<file path="src/cds_pkg.sv">
// ----------------------------------------------------------------------------
// cds_pkg
// Shared types, codes and calendar functions for the date stepper.
// ----------------------------------------------------------------------------
package cds_pkg;

	localparam int DAY_W     = 5;
	localparam int MONTH_W   = 4;
	localparam int YEAR_W    = 14;
	localparam int ORDINAL_W = 9;
	localparam int CMD_W     = 2;
	localparam int STATUS_W  = 2;

	// command codes
	localparam logic [CMD_W-1:0] CMD_LOAD   = 2'd0;
	localparam logic [CMD_W-1:0] CMD_NEXT   = 2'd1;
	localparam logic [CMD_W-1:0] CMD_PREV   = 2'd2;
	localparam logic [CMD_W-1:0] CMD_REPORT = 2'd3;

	// status codes
	localparam logic [STATUS_W-1:0] STATUS_OK     = 2'd0;
	localparam logic [STATUS_W-1:0] STATUS_REJECT = 2'd1;
	localparam logic [STATUS_W-1:0] STATUS_LIMIT  = 2'd2;

	localparam logic [YEAR_W-1:0]    YEAR_MIN       = 14'd1;
	localparam logic [YEAR_W-1:0]    YEAR_MAX       = 14'd9999;
	localparam logic [YEAR_W-1:0]    LEAP_FLOOR     = 14'd1000;
	localparam logic [ORDINAL_W-1:0] DAYS_YEAR      = 9'd365;
	localparam logic [ORDINAL_W-1:0] DAYS_LEAP_YEAR = 9'd366;
	localparam logic [MONTH_W-1:0]   MONTH_JAN      = 4'd1;
	localparam logic [MONTH_W-1:0]   MONTH_DEC      = 4'd12;
	localparam logic [DAY_W-1:0]     DAY_FIRST      = 5'd1;
	localparam logic [DAY_W-1:0]     DAY_LAST_DEC   = 5'd31;

	// reciprocal of 25 scaled by 2^17, exact quotient for any 14-bit year
	localparam int RECIP25_SHIFT = 17;
	localparam int RECIP25_W     = 13;
	localparam int PROD25_W      = YEAR_W + RECIP25_W;
	localparam logic [RECIP25_W-1:0] RECIP25 = 13'd5243;

	typedef struct packed {
		logic [DAY_W-1:0]     day;
		logic [MONTH_W-1:0]   month;
		logic [YEAR_W-1:0]    year;
		logic [ORDINAL_W-1:0] ordinal;
		logic                 leap;
	} date_t;

	typedef struct packed {
		logic [CMD_W-1:0]   command;
		logic [DAY_W-1:0]   load_day;
		logic [MONTH_W-1:0] load_month;
		logic [YEAR_W-1:0]  load_year;
		logic               load_leap;
	} cmd_item_t;

	typedef struct packed {
		date_t                date;
		logic [STATUS_W-1:0]  status;
	} res_item_t;

	// Gregorian rule, but no year below 1000 is leap
	function automatic logic is_leap(input logic [YEAR_W-1:0] y);
		logic [PROD25_W-1:0] prod;
		logic [YEAR_W-1:0]   quot;
		logic [YEAR_W-1:0]   back;
		logic                div25;
		prod  = PROD25_W'(y) * PROD25_W'(RECIP25);
		quot  = YEAR_W'(prod >> RECIP25_SHIFT);
		back  = quot * YEAR_W'(25);
		div25 = (back == y);
		return (y >= LEAP_FLOOR) && (y[1:0] == 2'd0) && (!div25 || (y[3:0] == 4'd0));
	endfunction

	// length of a month, zero for a month code that means nothing
	function automatic logic [DAY_W-1:0] month_len(input logic [MONTH_W-1:0] m,
			input logic leap);
		logic [DAY_W-1:0] len;
		case (m)
			4'd1, 4'd3, 4'd5, 4'd7, 4'd8, 4'd10, 4'd12: len = 5'd31;
			4'd4, 4'd6, 4'd9, 4'd11:                   len = 5'd30;
			4'd2:                                      len = leap ? 5'd29 : 5'd28;
			default:                                   len = 5'd0;
		endcase
		return len;
	endfunction

	// days in the year before the first of a month
	function automatic logic [ORDINAL_W-1:0] days_before(input logic [MONTH_W-1:0] m,
			input logic leap);
		logic [ORDINAL_W-1:0] base;
		logic [ORDINAL_W-1:0] adj;
		case (m)
			4'd2:    base = 9'd31;
			4'd3:    base = 9'd59;
			4'd4:    base = 9'd90;
			4'd5:    base = 9'd120;
			4'd6:    base = 9'd151;
			4'd7:    base = 9'd181;
			4'd8:    base = 9'd212;
			4'd9:    base = 9'd243;
			4'd10:   base = 9'd273;
			4'd11:   base = 9'd304;
			4'd12:   base = 9'd334;
			default: base = 9'd0;
		endcase
		adj = (leap && (m >= 4'd3) && (m <= MONTH_DEC)) ? 9'd1 : 9'd0;
		return base + adj;
	endfunction

	function automatic logic [ORDINAL_W-1:0] year_len(input logic leap);
		return leap ? DAYS_LEAP_YEAR : DAYS_YEAR;
	endfunction

endpackage

</file>
<file path="src/cds_cmd_if.sv">
// ----------------------------------------------------------------------------
// cds_cmd_if
// Command channel: valid/ready handshake with the command payload.
// ----------------------------------------------------------------------------
interface cds_cmd_if
	import cds_pkg::*;
();
	logic               valid;
	logic               ready;
	logic [CMD_W-1:0]   command;
	logic [DAY_W-1:0]   load_day;
	logic [MONTH_W-1:0] load_month;
	logic [YEAR_W-1:0]  load_year;

	modport source (output valid, command, load_day, load_month, load_year,
		input ready);
	modport sink (input valid, command, load_day, load_month, load_year,
		output ready);
endinterface

</file>
<file path="src/cds_res_if.sv">
// ----------------------------------------------------------------------------
// cds_res_if
// Result channel: valid/ready handshake with the date report payload.
// ----------------------------------------------------------------------------
interface cds_res_if
	import cds_pkg::*;
();
	logic                 valid;
	logic                 ready;
	logic [DAY_W-1:0]     day;
	logic [MONTH_W-1:0]   month;
	logic [YEAR_W-1:0]    year;
	logic [ORDINAL_W-1:0] day_of_year;
	logic                 leap;
	logic [STATUS_W-1:0]  status;

	modport source (output valid, day, month, year, day_of_year, leap, status,
		input ready);
	modport sink (input valid, day, month, year, day_of_year, leap, status,
		output ready);
endinterface

</file>
<file path="src/calendar_date_stepper.sv">
// ----------------------------------------------------------------------------
// calendar_date_stepper
// Calendar date counter stepping one day per next or previous command, with validated loads.
// ----------------------------------------------------------------------------
// Usage:
//   cmd carries one command per transaction: load a date, next day, previous
//   day or report only. res returns exactly one report per command: the date
//   after the command, its day of year, the leap flag and a status (ok, load
//   rejected, year range limit held).
//   The input register captures the command at its transaction edge and the
//   step logic then fills the result register from it when res is not stalled,
//   so the report is presented from the result register. Throughput is one
//   command per cycle while res is not stalled; the date register updates in
//   the same cycle the step logic fires, so back-to-back commands chain.
//   Reset sets the date to 1 January 2000 (leap, day of year 1) and empties
//   both registers. When the receiver stalls, the result register holds its
//   report and the input register takes one more command, then cmd.ready
//   drops until res is taken.
// ----------------------------------------------------------------------------
module calendar_date_stepper
	import cds_pkg::*;
(
	input  logic      clk,
	input  logic      arst_n,
	cds_cmd_if.sink   cmd,
	cds_res_if.source res
);

	logic      valid_s1;
	logic      take;
	cmd_item_t item_s1;
	date_t     date_q;
	res_item_t result;

	// step when an item waits and the result register is free
	assign take = valid_s1 && (!res.valid || res.ready);

	cds_in_stage u_in_stage (
		.clk      (clk),
		.arst_n   (arst_n),
		.cmd      (cmd),
		.take     (take),
		.valid_s1 (valid_s1),
		.item_s1  (item_s1)
	);

	cds_date_core u_date_core (
		.clk     (clk),
		.arst_n  (arst_n),
		.take    (take),
		.item_s1 (item_s1),
		.date_q  (date_q),
		.result  (result)
	);

	cds_out_reg u_out_reg (
		.clk    (clk),
		.arst_n (arst_n),
		.take   (take),
		.result (result),
		.res    (res)
	);

	// leap flag always agrees with the stored year
	a_leap_consistent: assert property (@(posedge clk) disable iff (!arst_n)
		date_q.leap == is_leap(date_q.year))
		else $error("leap flag out of step with year");

	// day of year always agrees with month and day
	a_ordinal_consistent: assert property (@(posedge clk) disable iff (!arst_n)
		date_q.ordinal == days_before(date_q.month, date_q.leap) + ORDINAL_W'(date_q.day))
		else $error("day of year out of step with month and day");

	// a rejected load or a held limit leaves the date untouched
	a_hold_on_status: assert property (@(posedge clk) disable iff (!arst_n)
		(take && result.status != STATUS_OK) |=> $stable(date_q))
		else $error("date changed on rejected or held transaction");

	// back-pressure only when both registers are full and res is stalled
	a_ready_cause: assert property (@(posedge clk) disable iff (!arst_n)
		!cmd.ready |-> (valid_s1 && res.valid && !res.ready))
		else $error("command channel stalled without cause");

endmodule

</file>
<file path="src/cds_in_stage.sv">
// ----------------------------------------------------------------------------
// cds_in_stage
// Input register: captures a command transaction and the leap flag of its
// load year, and holds it until the step logic takes it.
// ----------------------------------------------------------------------------
module cds_in_stage
	import cds_pkg::*;
(
	input  logic      clk,
	input  logic      arst_n,
	cds_cmd_if.sink   cmd,
	input  logic      take,
	output logic      valid_s1,
	output cmd_item_t item_s1
);

	// accept when the register is empty or drains this cycle
	assign cmd.ready = !valid_s1 || take;

	always_ff @(posedge clk or negedge arst_n) begin
		if (!arst_n) begin
			valid_s1 <= 1'b0;
		end else if (cmd.ready) begin
			valid_s1 <= cmd.valid;
		end
	end

	// capture payload; work out the load year's leap flag on the way in
	always_ff @(posedge clk) begin
		if (cmd.valid && cmd.ready) begin
			item_s1.command    <= cmd.command;
			item_s1.load_day   <= cmd.load_day;
			item_s1.load_month <= cmd.load_month;
			item_s1.load_year  <= cmd.load_year;
			item_s1.load_leap  <= is_leap(cmd.load_year);
		end
	end

endmodule

</file>
<file path="src/cds_date_core.sv">
// ----------------------------------------------------------------------------
// cds_date_core
// Date state and the one-day step: load with validation, next day, previous
// day and report. Produces the result for the item in the input register.
// ----------------------------------------------------------------------------
module cds_date_core
	import cds_pkg::*;
(
	input  logic      clk,
	input  logic      arst_n,
	input  logic      take,
	input  cmd_item_t item_s1,
	output date_t     date_q,
	output res_item_t result
);

	date_t               nxt;
	logic [STATUS_W-1:0] status;
	logic [DAY_W-1:0]    cur_len;
	logic [DAY_W-1:0]    prev_len;
	logic [MONTH_W-1:0]  prev_month;
	logic                load_ok;
	logic                leap_up;
	logic                leap_down;

	assign cur_len    = month_len(date_q.month, date_q.leap);
	assign prev_month = date_q.month - MONTH_W'(1);
	assign prev_len   = month_len(prev_month, date_q.leap);
	assign leap_up    = is_leap(date_q.year + YEAR_W'(1));
	assign leap_down  = is_leap(date_q.year - YEAR_W'(1));

	assign load_ok = (item_s1.load_month >= MONTH_JAN) && (item_s1.load_month <= MONTH_DEC)
		&& (item_s1.load_year >= YEAR_MIN) && (item_s1.load_year <= YEAR_MAX)
		&& (item_s1.load_day >= DAY_FIRST)
		&& (item_s1.load_day <= month_len(item_s1.load_month, item_s1.load_leap));

	// work out the next date and the status of this transaction
	always_comb begin
		nxt    = date_q;
		status = STATUS_OK;
		unique case (item_s1.command)
			CMD_LOAD: begin
				if (load_ok) begin
					nxt.day     = item_s1.load_day;
					nxt.month   = item_s1.load_month;
					nxt.year    = item_s1.load_year;
					nxt.leap    = item_s1.load_leap;
					nxt.ordinal = days_before(item_s1.load_month, item_s1.load_leap)
						+ ORDINAL_W'(item_s1.load_day);
				end else begin
					status = STATUS_REJECT;
				end
			end
			CMD_NEXT: begin
				if (date_q.ordinal < year_len(date_q.leap)) begin
					nxt.ordinal = date_q.ordinal + ORDINAL_W'(1);
					if (date_q.day == cur_len) begin
						nxt.day   = DAY_FIRST;
						nxt.month = date_q.month + MONTH_W'(1);
					end else begin
						nxt.day = date_q.day + DAY_W'(1);
					end
				end else if (date_q.year >= YEAR_MAX) begin
					status = STATUS_LIMIT;
				end else begin
					nxt.year    = date_q.year + YEAR_W'(1);
					nxt.leap    = leap_up;
					nxt.ordinal = ORDINAL_W'(1);
					nxt.day     = DAY_FIRST;
					nxt.month   = MONTH_JAN;
				end
			end
			CMD_PREV: begin
				if (date_q.ordinal > ORDINAL_W'(1)) begin
					nxt.ordinal = date_q.ordinal - ORDINAL_W'(1);
					if (date_q.day == DAY_FIRST) begin
						nxt.day   = prev_len;
						nxt.month = prev_month;
					end else begin
						nxt.day = date_q.day - DAY_W'(1);
					end
				end else if (date_q.year <= YEAR_MIN) begin
					status = STATUS_LIMIT;
				end else begin
					nxt.year    = date_q.year - YEAR_W'(1);
					nxt.leap    = leap_down;
					nxt.ordinal = year_len(leap_down);
					nxt.day     = DAY_LAST_DEC;
					nxt.month   = MONTH_DEC;
				end
			end
			CMD_REPORT: begin
				status = STATUS_OK;
			end
		endcase
	end

	assign result.date   = nxt;
	assign result.status = status;

	// hold the date; reset to the first of January 2000
	always_ff @(posedge clk or negedge arst_n) begin
		if (!arst_n) begin
			date_q.day     <= DAY_FIRST;
			date_q.month   <= MONTH_JAN;
			date_q.year    <= YEAR_W'(2000);
			date_q.ordinal <= ORDINAL_W'(1);
			date_q.leap    <= 1'b1;
		end else if (take) begin
			date_q <= nxt;
		end
	end

endmodule

</file>
<file path="src/cds_out_reg.sv">
// ----------------------------------------------------------------------------
// cds_out_reg
// Result register: holds a finished report until the receiver takes it.
// ----------------------------------------------------------------------------
module cds_out_reg
	import cds_pkg::*;
(
	input  logic      clk,
	input  logic      arst_n,
	input  logic      take,
	input  res_item_t result,
	cds_res_if.source res
);

	always_ff @(posedge clk or negedge arst_n) begin
		if (!arst_n) begin
			res.valid <= 1'b0;
		end else if (take) begin
			res.valid <= 1'b1;
		end else if (res.ready) begin
			res.valid <= 1'b0;
		end
	end

	// load payload when a new result is produced
	always_ff @(posedge clk) begin
		if (take) begin
			res.day         <= result.date.day;
			res.month       <= result.date.month;
			res.year        <= result.date.year;
			res.day_of_year <= result.date.ordinal;
			res.leap        <= result.date.leap;
			res.status      <= result.status;
		end
	end

endmodule
</file>
<file path="src/flat_wrapper.sv">
// flat-port wrapper written by rule: the top's interface ports become plain ports
module calendar_date_stepper_flat import cds_pkg::*;
  (clk, arst_n, cmd_valid, cmd_command, cmd_load_day, cmd_load_month, cmd_load_year, cmd_ready, res_valid, res_day, res_month, res_year, res_day_of_year, res_leap, res_status, res_ready);
  cds_cmd_if cmd_i ();
  cds_res_if res_i ();
  input  logic clk;
  input  logic arst_n;
  input wire logic [$bits(cmd_i.valid)-1:0] cmd_valid;
  input wire logic [$bits(cmd_i.command)-1:0] cmd_command;
  input wire logic [$bits(cmd_i.load_day)-1:0] cmd_load_day;
  input wire logic [$bits(cmd_i.load_month)-1:0] cmd_load_month;
  input wire logic [$bits(cmd_i.load_year)-1:0] cmd_load_year;
  output wire logic [$bits(cmd_i.ready)-1:0] cmd_ready;
  output wire logic [$bits(res_i.valid)-1:0] res_valid;
  output wire logic [$bits(res_i.day)-1:0] res_day;
  output wire logic [$bits(res_i.month)-1:0] res_month;
  output wire logic [$bits(res_i.year)-1:0] res_year;
  output wire logic [$bits(res_i.day_of_year)-1:0] res_day_of_year;
  output wire logic [$bits(res_i.leap)-1:0] res_leap;
  output wire logic [$bits(res_i.status)-1:0] res_status;
  input wire logic [$bits(res_i.ready)-1:0] res_ready;
  assign cmd_i.valid = cmd_valid;
  assign cmd_i.command = cmd_command;
  assign cmd_i.load_day = cmd_load_day;
  assign cmd_i.load_month = cmd_load_month;
  assign cmd_i.load_year = cmd_load_year;
  assign cmd_ready = cmd_i.ready;
  assign res_valid = res_i.valid;
  assign res_day = res_i.day;
  assign res_month = res_i.month;
  assign res_year = res_i.year;
  assign res_day_of_year = res_i.day_of_year;
  assign res_leap = res_i.leap;
  assign res_status = res_i.status;
  assign res_i.ready = res_ready;
  calendar_date_stepper u_core (.clk(clk), .arst_n(arst_n), .cmd(cmd_i), .res(res_i));
endmodule
</file>
<file path="config.mk">
export PLATFORM = sky130hd
export DESIGN_NAME = calendar_date_stepper_flat
export DESIGN_NICKNAME = d
export VERILOG_FILES = /design/src/cds_pkg.sv /design/src/cds_cmd_if.sv /design/src/cds_res_if.sv /design/src/calendar_date_stepper.sv /design/src/cds_in_stage.sv /design/src/cds_date_core.sv /design/src/cds_out_reg.sv /design/src/flat_wrapper.sv
export SDC_FILE = /design/constraint.sdc
export NUM_CORES = 1
export LEC_CHECK = 0
export ABC_AREA = 1
export BUFFER_PORTS_ARGS = -buffer_cell sky130_fd_sc_hd__buf_2
export CORE_MARGIN = 5
export CORE_UTILIZATION = 50
export DETAILED_ROUTE_END_ITERATION = 8
export GPL_ROUTABILITY_DRIVEN = 0
export PLACE_DENSITY = 0.74
export SKIP_LAST_GASP = 1
export SLEW_MARGIN = 20
export SYNTH_ARGS = -nofsm -noshare
export SYNTH_HDL_FRONTEND = slang
export SYNTH_SLANG_ARGS = --single-unit
</file>
<file path="constraint.sdc">
create_clock -name clk -period 19.3 [get_ports clk]
set_input_delay 2.895 -clock clk [delete_from_list [all_inputs] [get_ports clk]]
set_output_delay 2.895 -clock clk [all_outputs]
set_load 0.05 [all_outputs]
</file>
Word level (Yosys, flattened, before mapping)
Memories as Yosys holds them, arrays and structs flattened. A register that Yosys moved wholly into a read port is not among the register bits.
Cells that the tools add are included.
{ "op_classes": {"n_addsub": 10, "mul": 6, "n_lt_le_gt_ge": 14, "eq_ne": 44, "n_mux": 35, "reduce_logical": 39} }
{ "ops": {"columns": ["operator", "count"], "rows": [
  ["two-way mux 33 bit", 3],
  ["case mux 33 bit (3 select lines)", 1],
  ["multiplier 14 x 13 -> 27 bit, second input constant", 3],
  ["== test 4 bit, second input constant", 15],
  ["two-way mux 9 bit", 6],
  ["== test 4 x 3 -> 1 bit, second input constant", 12],
  ["case mux 5 bit (3 select lines)", 3],
  ["== test 14 bit", 3],
  ["greater-or-equal comparator 14 x 10 -> 1 bit, second input constant", 3],
  ["multiplier 10 x 5 -> 14 bit, second input constant", 3],
  ["two-way mux 14 bit", 2],
  ["== test 4 x 2 -> 1 bit, second input constant", 6],
  ["OR reduction 7 bit", 3],
  ["logical AND 1 bit", 15],
  ["adder 14 x 1 -> 14 bit, second input constant", 1],
  ["greater-or-equal comparator 14 x 1 -> 1 bit, second input constant", 1],
  ["greater-or-equal comparator 14 bit, second input constant", 1],
  ["<= comparator 14 x 1 -> 1 bit, second input constant", 1],
  ["<= comparator 14 bit, second input constant", 1],
  ["subtractor 14 x 1 -> 14 bit, second input constant", 1],
  ["== test 4 x 1 -> 1 bit, second input constant", 3],
  ["logical NOT 4 bit", 3],
  ["two-way mux 2 bit", 6],
  ["two-way mux 4 bit", 3],
  ["other kinds (27)", 49]
]} }
{ "totals": {"ff_bits": 96, "mem_bits_ro": 144, "out_inout_bits": 37, "wordCells": 167, "memories": 1} }
{ "mem_list": {"columns": ["memory", "words", "word_bits", "read_ports", "rd_clocked_by_memory_dff", "write_ports", "line_no", "source"], "rows": [
  ["(name not given)", 16, 9, 1, 1, 0, "cds_pkg.sv:93", "case (m)"]
]} }

Logic depth before layout (Yosys ltp)
{ "logic_depth": {"ltp_word": 12, "mapped_depth": 62, "ltp_nobuf": 61} }

Modules after synthesis
A second synthesis with hierarchy kept.
{ "unflattened": {"cells_unflattened": 2796, "area_unflattened_um2": 21782.1} }
{ "by_module_without_submodules": {"columns": ["module", "n_inst", "cells_per_inst", "area_per_inst_um2", "seq_area_each_um2"], "rows": [
  ["cds_date_core", 1, 2094, 14844.2, 838.3],
  ["cds_in_stage", 1, 659, 5830.6, 805.8],
  ["cds_out_reg", 1, 40, 1091.0, 1076.0],
  ["calendar_date_stepper", 1, 3, 16.3, 0.0]
]} }

Worst setup path after synthesis
Ideal clock, no wire load.
{ "synth_timing": {"path_type": "input -> register", "startpoint": "input cmd_load_year[11]", "endpoint": "register u_core.u_in_stage.item_s1[0] (netlist name)", "setup_ns": 0.249, "t_arrival_ns": 9.171, "required_time_ns": 19.051, "slack_ns": 9.880, "stages": 31, "cell_sequence": "fa_1 ha_1 fa_1 fa_1 inv_1 fa_1 inv_1 ha_1 nand2_1 nor4_1 o21ai_0 nand2_1 nand3_1 and2_1 xnor2_1 ha_1 ha_1 fa_1 ha_1 nand2_1 o21ai_0 a21oi_1 o21ai_0 xor2_1 o21ai_0 nor2_1 nand2_1 nor2_1 nand4_1 nand2_1 inv_1"} }
{ "synth_via": {"elab_chain_cells": 6} }
{ "synth_rtl": {"columns": ["element", "line_no", "source"], "rows": [
  ["start: declaration", "flat_wrapper.sv:12", "input wire logic [$bits(cmd_i.load_year)-1:0] cmd_load_year;"],
  ["multiplier 14 x 13 -> 27 bit", "cds_pkg.sv:68", "prod = PROD25_W'(y) * PROD25_W'(RECIP25);"],
  ["multiplier 10 x 5 -> 14 bit", "cds_pkg.sv:70", "back = quot * YEAR_W'(25);"],
  ["== test 14 bit", "cds_pkg.sv:71", "div25 = (back == y);"],
  ["logical NOT 1 bit", "cds_pkg.sv:72", "return (y >= LEAP_FLOOR) && (y[1:0] == 2'd0) && (!div25 || (y[3:0] == 4'd0));"],
  ["logical OR 1 bit", "cds_pkg.sv:72", null],
  ["logical AND 1 bit (*)", "cds_pkg.sv:72", null]
]} }
Every way passes the cells marked *; elsewhere a longest branch is shown, timed or not.
A chain may end at the register's enable or synchronous reset.

==> impl_metrics.tcl <==
set metrics [dict create \
    numClockSinks 105 \
    max_cap_violations 0 \
    synthesis.nets 3320 \
    reg2reg_depth 50 \
    grt_antenna_before_repair 1 \
    crit_type "flop to flop" \
    fin_crit_sh_pct 52.58 \
    grt_max_degree 87 \
    clkLatencyLatePin_ns 0.36 \
    first_pass_iters 6 \
    ctsResizeCount 0 \
    cp_max_fo 10 \
    worst_slew_pin_slew_ns 1.076 \
    synth_cells 2653 \
    cp-end-kind "flop" \
    yosysUniqueCellTypes 60 \
    yosys_most_used_dff "edfxtp_1" \
    postRouteAntennaNets 0 \
    die_w_um 216.7 \
    max_stage_delay_ns 0.54 \
    drt_wl_total_mm 55.47 \
    max_freq_mhz 98.54 \
    initialDrtViolationCount 1719 \
    grt_pass1_wl_mm 91.54 \
    synth_async_sr_flop_share_pct 33.33 \
    synth.ff_latch_count 105 \
    vias_per_cell 5.566 \
    io_pins 66 \
    clk_pin_slew_ns 0.08 \
    report.final.slew_viol_count 0 \
    cts_tree "done" \
    yosys_warnings 0 \
    area_delta_synth_final_pct 5.575 \
    status "finished clean" \
    via_count 18100 \
    syn_avg_cell_area_um2 8.054 \
    netlist.area_leader.share_pct 25.88 \
    skew_ns 0.01275 \
    seq_area_frac_synth_pct 13.57 \
    period_needed_ns 10.15 \
    cp-start-kind "flop" \
    netlist_area_um2 21370 \
    clockBufferDepth 2 \
    tns_ns 0 \
    cpMaxStageDelayCell "fa_1" \
    synth_edf_count 61 \
    yosys.area.top_type "ha_1" \
    worstPathArrival_ns 10.26 \
    crit_required_ns 19.41 \
    first_global_vias 18350 \
    ys_top_cells_by_area "ha_1 26%, fa_1 18%, inv_1 9.2%" \
    drive_gt1_share_pct 6.819 \
    coreArea_um2 42130 \
    grt_overflow_total 0 \
    cts_setup_buffers 0 \
    timing.final.hold_violations 0 \
    num_rows 75 \
    cts_hold_buffers 0 \
    root_buffer "clkbuf_16" \
    setup_viol_count_final 0 \
    critPathMostFrequentCell "nand2_1" \
    dp_hpwl_mm 46.93 \
    max_slew_margin_pct 28.18 \
    start_util_pct 50.71 \
    dieArea_um2 46970 \
    rsz0062_at_grt "false" \
    dieHeight_um 216.7 \
    numPortBuffers 65 \
    hold_class "flop to flop" \
    final_core_util_pct 53.54 \
    h-tree-depth 3 \
    drcViolationCount 0 \
    grtUsageTotal_pct 23.67 \
    cts_buffers 9 \
    worstHoldPathCells 2 \
    fillers 3885 \
    diodes 0 \
    nNetsFinal 3375 \
    avgRoutedWirePerCell_um 17.06 \
]
## kinds of logic (layout without fill, tap and decap cells)
kind of cell | count (synthesis) | in the layout | share of synthesized area, %
buffers and inverters | 586 | 646 | 10.57
flip-flops | 105 | 105 | 13.57
XOR/XNOR | 88 | 88 | 3.900
AO/OA/AOI/OAI | 381 | 381 | 10.11
adder cells (fa/ha/maj) | 638 | 638 | 44.25
AND/OR/NAND/NOR | 855 | 855 | 17.60
## cell type report
class | count | area (um2) | share of cell area (%)
Clock inverter | 6 | 52.55 | 0.2330
Clock buffer | 10 | 229.0 | 1.015
Tap cell | 539 | 674.4 | 2.990
Inverter | 553 | 2078 | 9.213
Multi-Input combinational cell | 1962 | 16210 | 71.85
Timing Repair Buffer | 77 | 415.4 | 1.841
Sequential cell | 105 | 2900 | 12.86
## critical path, delay by kind of cell, from the launching register on
kind                       cells  cell delay (ns)
adders and majority gates     11             4.43
and+or+nand+nor               23             2.07
AOI/OAI and AO/OA              5             1.11
buffers and inverters         10             1.27
DFF                            1             0.51
xor gates and xnor gates       1             0.50
## cells in the mapped netlist (26+ instances only)
library cell / number
inv_1: 523
nand2_1: 485
ha_1: 442
fa_1: 196
a21oi_1: 129
nand3_1: 129
o21ai_0: 120
nor2_1: 116
edfxtp_1: 61
xor2_1: 57
o21ai_1: 35
nor3_1: 27
nand4_1: 26
## registers in the layout, indices dropped and copies added (netlist names), named ones only
| register | cells |
|---|---|
| u_core.u_date_core.date_q | 33 |
| u_core.u_in_stage.item_s1 | 26 |
| u_core.u_in_stage.valid_s1 | 1 |
| u_core.u_out_reg.res.day | 5 |
| u_core.u_out_reg.res.day_of_year | 9 |
| u_core.u_out_reg.res.leap | 1 |
| u_core.u_out_reg.res.month | 4 |
| u_core.u_out_reg.res.status | 2 |
| u_core.u_out_reg.res.valid | 1 |
| u_core.u_out_reg.res.year | 14 |
## worst paths after layout
path	startpoint	end	slack (ns)
max in group asynchronous	arst_n	u_core.u_date_core.date_q[8]	16.06
setup reg to reg	u_core.u_date_core.date_q[11]	u_core.u_out_reg.res.day_of_year[1]	9.15
hold reg to reg	u_core.u_date_core.date_q[24]	u_core.u_date_core.date_q[24]	0.51
min in group asynchronous	arst_n	u_core.u_date_core.date_q[25]	2.66
setup / recovery	u_core.u_date_core.date_q[11]	u_core.u_out_reg.res.day_of_year[1]	9.15
hold / removal	u_core.u_date_core.date_q[24]	u_core.u_date_core.date_q[24]	0.51
## metal layers
metal | part of all wire [%] | wire length, um | track usage, % | vias to the layer above
li1 | - | - | - | 8714
met1 | 42 | 23160 | 30.85 | 8576
met2 | 48 | 26480 | 40.46 | 675
met3 | 6.7 | 3741 | 3.447 | 135
met4 | 3.8 | 2088 | 8.098 | 2
met5 | 0.013 | 7 | 0 | -
## metrics by stage
stage | setup slack, ns | hold slack [ns] | instances | cell area (um2)
4_1_cts | 9.202 | 0.5112 | 3252 | 22560
2_1_floorplan | 9.880 | 0.4676 | 2653 | 21370
6_report | 9.152 | 0.5101 | 3252 | 22560
5_1_grt | 8.509 | 0.5148 | 3252 | 22560
3_5_place_dp | 9.168 | 0.5035 | 3236 | 22280
3_3_place_gp | 9.234 | 0.4824 | 3236 | 22280
## placed cells by master (no fill, tap or decap), drive strengths merged, types with 3 or more instances in the layout
| cell | netlist | routed |
|---|---|---|
| nor2 | 134 | 134 |
| xor2 | 62 | 62 |
| buf | 20 | 77 |
| o221ai | 3 | 3 |
| inv | 548 | 551 |
| nand4 | 27 | 27 |
| xnor2 | 25 | 25 |
| and2 | 3 | 3 |
| clkbuf | 13 | 10 |
| a211oi | 4 | 4 |
| dfxtp | 9 | 9 |
| o21a | 7 | 7 |
| o21ai | 155 | 155 |
| nor4 | 5 | 5 |
| a21boi | 6 | 6 |
| nand3 | 132 | 132 |
| a21oi | 131 | 131 |
| a21o | 6 | 6 |
| dfstp | 10 | 10 |
| and3 | 3 | 3 |
| or2 | 7 | 7 |
| o31ai | 4 | 4 |
| edfxtp | 61 | 61 |
| fa | 196 | 196 |
| clkinv | 5 | 6 |
| nand2 | 505 | 505 |
| o22ai | 5 | 5 |
| nand3b | 11 | 11 |
| o2111ai | 11 | 11 |
| nor3 | 27 | 27 |
| o21bai | 11 | 11 |
| a31oi | 13 | 13 |
| ha | 442 | 442 |
| o211ai | 20 | 20 |
| dfrtp | 25 | 25 |
Power is not shown: default switching activity piles up to over one toggle a cycle in this logic, so the estimate is an artifact.
